**src/sv/hsf_pkg.sv**
```systemverilog
// Shared types, constants and helper functions for the hash sentence framer.
// No dependencies; imported by hsf_frame, hash_sentence_framer and the testbench.
package hsf_pkg;

  localparam int unsigned NameCapacity = 16;
  localparam int unsigned NameCntW     = $clog2(NameCapacity);

  localparam logic [7:0]  ChHash  = 8'h23;
  localparam logic [7:0]  ChComma = 8'h2C;
  localparam logic [7:0]  ChStar  = 8'h2A;
  localparam logic [7:0]  ChCr    = 8'h0D;
  localparam logic [7:0]  ChLf    = 8'h0A;
  localparam logic [7:0]  ChM     = 8'h4D;
  localparam logic [7:0]  CaseBit = 8'h20;

  // index 0 holds 'M'
  localparam logic [3:0][7:0] ModeWord = {8'h45, 8'h44, 8'h4F, 8'h4D};

  localparam logic [31:0] CrcPoly     = 32'hEDB8_8320;
  localparam logic [15:0] MaxLenReset = 16'd1024;
  localparam logic [16:0] LenOverhead = 17'd3;

  typedef enum logic [6:0] {
    PhIdle    = 7'b000_0001,
    PhName    = 7'b000_0010,
    PhPayload = 7'b000_0100,
    PhDigits  = 7'b000_1000,
    PhTerm    = 7'b001_0000,
    PhWaitLf  = 7'b010_0000,
    PhWaitCr  = 7'b100_0000
  } phase_e;

  typedef enum logic [2:0] {
    StNone     = 3'd0,
    StGood     = 3'd1,
    StBadXor   = 3'd2,
    StBadCrc   = 3'd3,
    StTooLong  = 3'd4,
    StBadName  = 3'd5,
    StNameLong = 3'd6,
    StBadHex   = 3'd7
  } status_e;

  typedef struct packed {
    logic    done;
    status_e status;
    logic    in_sentence;
    logic    short_check;
  } hsf_result_t;

  // one byte through the reflected CRC-32
  function automatic logic [31:0] crc_byte(input logic [31:0] crc, input logic [7:0] b);
    logic [31:0] c;
    c = {24'd0, crc[7:0] ^ b};
    for (int i = 0; i < 8; i++) begin
      c = c[0] ? ((c >> 1) ^ CrcPoly) : (c >> 1);
    end
    return c ^ (crc >> 8);
  endfunction

  // {valid, nibble}
  function automatic logic [4:0] hex_nibble(input logic [7:0] b);
    logic [4:0] r;
    if (b >= 8'h30 && b <= 8'h39) begin
      r = {1'b1, 4'(b - 8'h30)};
    end else if (b >= 8'h41 && b <= 8'h46) begin
      r = {1'b1, 4'(b - 8'h37)};
    end else if (b >= 8'h61 && b <= 8'h66) begin
      r = {1'b1, 4'(b - 8'h57)};
    end else begin
      r = 5'd0;
    end
    return r;
  endfunction

endpackage

```
**src/sv/hash_sentence_framer.sv**
```systemverilog
// Top level of the hash sentence framer: input register, framing core, result register.
// Depends on hsf_pkg and hsf_frame.
//
//  channel   | direction | handshake                      | payload
//  ----------+-----------+--------------------------------+-------------------------------
//  s_axis    | in        | s_axis_tvalid_i/s_axis_tready_o | tdata: received byte
//  m_axis    | out       | m_axis_tvalid_o/m_axis_tready_i | tdata status, tlast done,
//            |           |                                 | tuser in-sentence/short check
//  cfg       | in        | cfg_valid_i/cfg_ready_o         | max sentence length (16 bit)
//
// One result beat per input beat. A byte is registered on acceptance; the framing
// core (CRC-32 byte step, hex decode, compares) then updates its state and loads
// the result register once that is empty or being drained: one beat per cycle
// while m_axis does not stall. The input and result registers are the only buffering;
// a stalled m_axis holds both, so s_axis_tready_o drops only when both are full.
// Reset clears all framing state; max sentence length returns to 1024.
// cfg is always ready; write it only while no beat is in flight.
module hash_sentence_framer
  import hsf_pkg::*;
(
  input  logic        clk_i,
  input  logic        rst_ni,
  input  logic        s_axis_tvalid_i,
  output logic        s_axis_tready_o,
  input  logic [7:0]  s_axis_tdata_i,   // [7:0] data_byte
  output logic        m_axis_tvalid_o,
  input  logic        m_axis_tready_i,
  output logic [7:0]  m_axis_tdata_o,   // [2:0] status, [7:3] zero
  output logic        m_axis_tlast_o,   // sentence_done
  output logic [1:0]  m_axis_tuser_o,   // [0] in_sentence, [1] uses_short_check
  input  logic        cfg_valid_i,
  output logic        cfg_ready_o,
  input  logic [15:0] cfg_wdata_i       // max_sentence_length
);

  logic        in_valid_q, in_valid_d;
  logic [7:0]  in_byte_q;
  logic        out_valid_q, out_valid_d;
  hsf_result_t out_q;
  hsf_result_t step_res;
  logic [15:0] max_len_q;
  logic        advance;
  logic        step;
  logic        s_fire;

  // core may run whenever the result register is empty or being drained
  assign advance         = !out_valid_q || m_axis_tready_i;
  assign step            = in_valid_q && advance;
  assign s_axis_tready_o = !in_valid_q || advance;
  assign s_fire          = s_axis_tvalid_i && s_axis_tready_o;
  assign cfg_ready_o     = 1'b1;

  always_comb begin
    in_valid_d = in_valid_q;
    if (s_fire) begin
      in_valid_d = 1'b1;
    end else if (step) begin
      in_valid_d = 1'b0;
    end
    out_valid_d = out_valid_q;
    if (step) begin
      out_valid_d = 1'b1;
    end else if (m_axis_tready_i) begin
      out_valid_d = 1'b0;
    end
  end

  hsf_frame u_frame (
    .clk_i     (clk_i),
    .rst_ni    (rst_ni),
    .step_i    (step),
    .byte_i    (in_byte_q),
    .max_len_i (max_len_q),
    .result_o  (step_res)
  );

  always_ff @(posedge clk_i or negedge rst_ni) begin
    if (!rst_ni) begin
      in_valid_q  <= 1'b0;
      out_valid_q <= 1'b0;
      max_len_q   <= MaxLenReset;
    end else begin
      in_valid_q  <= in_valid_d;
      out_valid_q <= out_valid_d;
      if (cfg_valid_i) begin
        max_len_q <= cfg_wdata_i;
      end
    end
  end

  // payload registers, no reset
  always_ff @(posedge clk_i) begin
    if (s_fire) begin
      in_byte_q <= s_axis_tdata_i;
    end
    if (step) begin
      out_q <= step_res;
    end
  end

  assign m_axis_tvalid_o = out_valid_q;
  assign m_axis_tdata_o  = {5'd0, out_q.status};
  assign m_axis_tlast_o  = out_q.done;
  assign m_axis_tuser_o  = {out_q.short_check, out_q.in_sentence};

endmodule

```
**src/sv/hsf_frame.sv**
```systemverilog
// Framing state and the per-beat next-state / status logic.
// Depends on hsf_pkg.
module hsf_frame
  import hsf_pkg::*;
(
  input  logic        clk_i,
  input  logic        rst_ni,
  input  logic        step_i,
  input  logic [7:0]  byte_i,
  input  logic [15:0] max_len_i,
  output hsf_result_t result_o
);

  phase_e               phase_q, phase_d;
  logic [7:0]           xor_q, xor_d;
  logic [31:0]          crc_q, crc_d;
  logic [31:0]          rchk_q, rchk_d;
  logic [3:0]           digits_q, digits_d;
  logic [NameCntW-1:0]  name_cnt_q, name_cnt_d;
  logic [2:0]           prog_q, prog_d;
  logic                 short_q, short_d;
  logic [15:0]          len_q, len_d;

  logic [15:0] len_sat;
  logic [31:0] crc_fed;
  logic [4:0]  hex;
  logic [7:0]  up;
  logic        name_ok;
  logic        done;
  logic        term_hit;
  status_e     status;
  status_e     verdict;

  assign len_sat = (len_q == 16'hFFFF) ? len_q : len_q + 16'd1;
  assign crc_fed = crc_byte(crc_q, byte_i);
  assign hex     = hex_nibble(byte_i);
  assign up      = byte_i & ~CaseBit;
  assign name_ok = (up >= 8'h41 && up <= 8'h5A) || (byte_i >= 8'h30 && byte_i <= 8'h39);

  // end-of-sentence verdict from the state as it stands
  always_comb begin
    if (short_q) begin
      verdict = (rchk_q[7:0] == xor_q) ? StGood : StBadXor;
    end else begin
      verdict = (rchk_q == crc_q) ? StGood : StBadCrc;
    end
    if (verdict == StGood && ({1'b0, len_q} + LenOverhead > {1'b0, max_len_i})) begin
      verdict = StTooLong;
    end
  end

  always_comb begin
    phase_d    = phase_q;
    xor_d      = xor_q;
    crc_d      = crc_q;
    rchk_d     = rchk_q;
    digits_d   = digits_q;
    name_cnt_d = name_cnt_q;
    prog_d     = prog_q;
    short_d    = short_q;
    len_d      = len_q;
    done       = 1'b0;
    term_hit   = 1'b0;
    status     = StNone;

    unique case (phase_q)
      PhName: begin
        len_d = len_sat;
        xor_d = xor_q ^ byte_i;
        crc_d = crc_fed;
        if (byte_i != ChComma || name_cnt_q == '0) begin
          if (!name_ok) begin
            done   = 1'b1;
            status = StBadName;
          end else if (name_cnt_q >= NameCntW'(NameCapacity - 1)) begin
            done   = 1'b1;
            status = StNameLong;
          end else begin
            name_cnt_d = name_cnt_q + NameCntW'(1);
            if (prog_q < 3'd4) begin
              if (byte_i == ModeWord[prog_q[1:0]]) begin
                prog_d = prog_q + 3'd1;
              end else begin
                prog_d = (byte_i == ChM) ? 3'd1 : 3'd0;
              end
            end
          end
        end else begin
          short_d = (prog_q >= 3'd4);
          phase_d = PhPayload;
        end
      end
      PhPayload: begin
        len_d = len_sat;
        if (byte_i == ChStar) begin
          digits_d = short_q ? 4'd2 : 4'd8;
          phase_d  = PhDigits;
        end else begin
          xor_d = xor_q ^ byte_i;
          crc_d = crc_fed;
          if ({1'b0, len_sat} + LenOverhead > {1'b0, max_len_i}) begin
            done   = 1'b1;
            status = StTooLong;
          end
        end
      end
      PhDigits: begin
        len_d    = len_sat;
        digits_d = digits_q - 4'd1;
        if (!hex[4]) begin
          done   = 1'b1;
          status = StBadHex;
        end else begin
          rchk_d = {rchk_q[27:0], hex[3:0]};
          if (digits_q == 4'd1) begin
            phase_d = PhTerm;
          end
        end
      end
      PhTerm: begin
        if (byte_i == ChCr) begin
          phase_d = PhWaitLf;
        end else if (byte_i == ChLf) begin
          phase_d = PhWaitCr;
        end else begin
          done   = 1'b1;
          status = verdict;
        end
      end
      PhWaitLf, PhWaitCr: begin
        done     = 1'b1;
        status   = verdict;
        // matching second terminator closes cleanly, no re-examination
        term_hit = (phase_q == PhWaitLf) ? (byte_i == ChLf) : (byte_i == ChCr);
        if (term_hit) begin
          phase_d = PhIdle;
        end
      end
      default: begin
        // idle, handled by the restart below
      end
    endcase

    // idle bytes and aborting bytes are looked at as a possible '#'
    if ((phase_q == PhIdle) || (done && !term_hit)) begin
      if (byte_i == ChHash) begin
        phase_d    = PhName;
        xor_d      = '0;
        crc_d      = '0;
        rchk_d     = '0;
        digits_d   = '0;
        name_cnt_d = '0;
        prog_d     = '0;
        short_d    = 1'b0;
        len_d      = 16'd1;
      end else begin
        phase_d = PhIdle;
      end
    end
  end

  assign result_o.done        = done;
  assign result_o.status      = status;
  assign result_o.in_sentence = (phase_d != PhIdle);
  assign result_o.short_check = done ? short_q : short_d;

  always_ff @(posedge clk_i or negedge rst_ni) begin
    if (!rst_ni) begin
      phase_q    <= PhIdle;
      xor_q      <= '0;
      crc_q      <= '0;
      rchk_q     <= '0;
      digits_q   <= '0;
      name_cnt_q <= '0;
      prog_q     <= '0;
      short_q    <= 1'b0;
      len_q      <= '0;
    end else if (step_i) begin
      phase_q    <= phase_d;
      xor_q      <= xor_d;
      crc_q      <= crc_d;
      rchk_q     <= rchk_d;
      digits_q   <= digits_d;
      name_cnt_q <= name_cnt_d;
      prog_q     <= prog_d;
      short_q    <= short_d;
      len_q      <= len_d;
    end
  end

endmodule

```
**config.mk**
```make
export PLATFORM = sky130hd
export DESIGN_NAME = hash_sentence_framer
export DESIGN_NICKNAME = d
export VERILOG_FILES = /design/src/sv/hsf_pkg.sv /design/src/sv/hash_sentence_framer.sv /design/src/sv/hsf_frame.sv
export SDC_FILE = /design/constraint.sdc
export NUM_CORES = 1
export LEC_CHECK = 0
export ABC_AREA = 1
export BUFFER_PORTS_ARGS = -buffer_cell sky130_fd_sc_hd__buf_4
export CORE_ASPECT_RATIO = 0.6
export CORE_MARGIN = 2
export CORE_UTILIZATION = 40
export CTS_CLUSTER_SIZE = 30
export DETAILED_ROUTE_END_ITERATION = 8
export SETUP_SLACK_MARGIN = 0.2
export SLEW_MARGIN = 30
export SYNTH_ARGS = -nofsm -noshare
export SYNTH_HDL_FRONTEND = slang
export SYNTH_SLANG_ARGS = --single-unit
export TNS_END_PERCENT = 10
```
**constraint.sdc**
```tcl
create_clock -name clk_i -period 4.5 [get_ports clk_i]
set_input_delay 0.225 -clock clk_i [delete_from_list [all_inputs] [get_ports clk_i]]
set_output_delay 0.225 -clock clk_i [all_outputs]
set_load 0.01 [all_outputs]
```
==> impl_metrics.ini <==
[worst_setup_path]
critical-path-max-stage-delay_ns = 0.42
crit_top_cell = nand2_1
cp_slowest_cell = dfrtp_1
startpoint_type = register
rr_worst_depth = 30
cp-end-kind = register
critPathRequiredTime_ns = 4.69
arrival_ns = 4.29
path_class = reg2reg
worstPathMaxFanout = 6

[finish]
fin_cells = 1929
diodes = 0
layout-drive-gt1-share_pct = 16.2
syn2layout_area_growth_pct = 17.0
final_common_cell = nand2_1
n_fill_cell = 2638
final_cell_mix = nand2_1 (279), inv_1 (222), o21ai_0 (144)
num-nets-final = 1631
utilization_pct = 48.1
fin_area_um2 = 12800

[global_routing]
antenna_found_initial = 0
grt_overflow = 0
grt_max_degree = 96
grt_pass1_vias = 8911
grt_pass1_wl_um = 50300
track_usage_pct = 22.5

[clock_tree]
cts_buffer_depth = 2
cts_num_sinks = 139
clk_pin_slew_ns = 0.06
cts-buffers-inserted = 17
cts-root-buf = clkbuf_16
clock_latency_ns = 0.45
cts.htree.levels = 4
cts_tree = yes

[sta]
fin_skew_ns = 0.00628
max_freq_mhz = 244
worst_slew_pin_slew_ns = 0.838
setup_viol = 0
fin_crit_sh_pct = 90.9
tns_ns = 0
rsz0062_at_grt = no
hold_viol_final = 0
period_minus_slack_ns = 4.09
setup_ws_ns = 0.409
slew_viol_final = 0
holdWs_ns = 0.0177
relSlewSlack_pct = 44.1

[synthesis]
yosysTopAreaCell = dfrtp_1
ys_ff_latch = 139
synthTopCellsByArea = dfrtp_1 (28%), nand2_1 (9.8%), inv_1 (7.8%)
synth_cell_types = 58
syn-cell-area_um2 = 11000
synthArstFlopShare_pct = 89.9
yosysSeqAreaShare_pct = 32.3
yosysWarnings = 0
synth_ff_type = dfrtp_1
synth_edf_count = 14
syn_inst = 1483
syn_avg_cell_area_um2 = 7.41
synth_top_cell_area_share_pct = 28.0

[die]
num_rows = 46
num_io_pins = 43
die_x_um = 218
coreArea_um2 = 26700
die_h_um = 132
dieArea_um2 = 28800
start_util_pct = 41.1

[drt]
drc = 0
drt-total-wl_um = 32200
drtIter0Drc = 1080
dr.pass1.iters = 5
postRouteAntennaNets = 0
vias = 10100
avgRoutedWirePerCell_um = 16.7
vias_per_cell = 5.21

[min_path]
hp-class = in2reg
holdPathStages = 3

[placement]
place.gp.congestion = 0.933
placed_cell_area_um2 = 11600
dp_hpwl_um = 23000
port-buffer-count = 36
dp.cells = 1849
post-place-ws_ns = 0.193

[power_and_ir_drop]
p_total_mw = 7.60
power.leakage_nw = 6.23
p_per_area_nw_per_um2 = 591
ir_drop_uv = 347

[status]
status = complete, no violations

[run]
drv_cap = 0
[cell type report]
| cell class | count | area (µm²) | share of cell area, % |
|---|---|---|---|
| well taps | 360 | 450 | 3.51 |
| inverters | 234 | 896 | 6.97 |
| clock buffers | 19 | 433 | 3.37 |
| flip-flops and latches | 139 | 3560 | 27.7 |
| repair buffers | 111 | 1040 | 8.06 |
| clock inverters | 13 | 151 | 1.18 |
| multi-input cells | 1053 | 6330 | 49.2 |
[logic make-up after synthesis]
kind of cell	after synthesis	synth area share (%)
and+or+nand+nor	596	27.4
DFF	139	32.3
xor gates and xnor gates	102	8.58
adders and majority gates	46	5.24
other	2	0.0684
AOI/OAI and AO/OA	298	14.4
muxes	3	0.285
buffers and inverters	297	11.7
[where the power goes]
part | leakage, nW | internal [mW] | switching (mW) | total, mW
logic | 4.16 | 1.51 | 2.51 | 4.02
clock network | 0.274 | 0.864 | 0.597 | 1.46
registers | 1.79 | 1.67 | 0.442 | 2.11
total | 6.23 | 4.05 | 3.55 | 7.60
[worst max-delay path: cells and delay by family (launching register included)]
kind	cells	cell delay, ns
DFF	1	0.42
buffers and inverters	2	0.16
and+or+nand+nor	24	2.52
adders and majority gates	1	0.29
AOI/OAI and AO/OA	2	0.29
xor gates and xnor gates	1	0.16
[metal layers]
metal | GRT usage (%) | up-vias | share of wire [%] | routed length [µm]
met1 | 37.9 | 4673 | 53 | 17100
li1 | - | 5009 | - | -
met4 | 4.99 | 0 | 1.0 | 327
met2 | 26.9 | 348 | 37 | 11800
met3 | 6.04 | 21 | 9.2 | 2980
met5 | 0 | - | 0 | 0
[path summary, 6_finish.rpt]
path / from / end / slack (ns)
min in group asynchronous: rst_ni / u_frame.rchk_q[30] / 0.40
max in group asynchronous: rst_ni / u_frame.xor_q[6] / 3.15
hold reg to reg: u_frame.phase_q[0] / u_frame.phase_q[0] / 0.53
setup reg to reg: u_frame.len_q[8] / m_axis_tuser_o[0] / 0.41
hold / removal: s_axis_tvalid_i / in_valid_q / 0.02
setup / recovery: u_frame.len_q[8] / m_axis_tuser_o[0] / 0.41
[registers in the layout, indices dropped and copies added (netlist names)]
register            count
in_byte_q               8
in_valid_q              1
m_axis_tdata_o          3
m_axis_tlast_o          1
m_axis_tuser_o          2
m_axis_tvalid_o         1
max_len_q              16
u_frame.crc_q          32
u_frame.digits_q        4
u_frame.len_q          16
u_frame.name_cnt_q      4
u_frame.phase_q         7
u_frame.prog_q          3
u_frame.rchk_q         32
u_frame.short_q         1
u_frame.xor_q           8
[synth_stat cells (all sizes together) (2+ instances only)]
library cell    n
nand3b          3
or2             4
conb            2
nor2           83
nand3         150
o21a            2
xor2           71
a31oi           7
dfstp           2
inv           234
clkbuf         31
xnor2          31
nor3           10
nand4          36
mux2i           2
o221ai          2
nand2         301
o21bai          3
o22ai           3
edfxtp         14
buf            32
o21ai         221
ha             46
nor4            7
o41ai           2
dfrtp         123
a21oi          45
o211ai          4
a211oi          3
[timing repair]
item	CTS	global route
setup endpoints to repair	16	111
endpoints found under the hold margin	116	0
gates cloned	0	5
pin swaps	0	13
resized for setup	1	48
setup buffers	0	18
hold buffers	25	0
Power figures use the tool's default switching activity.
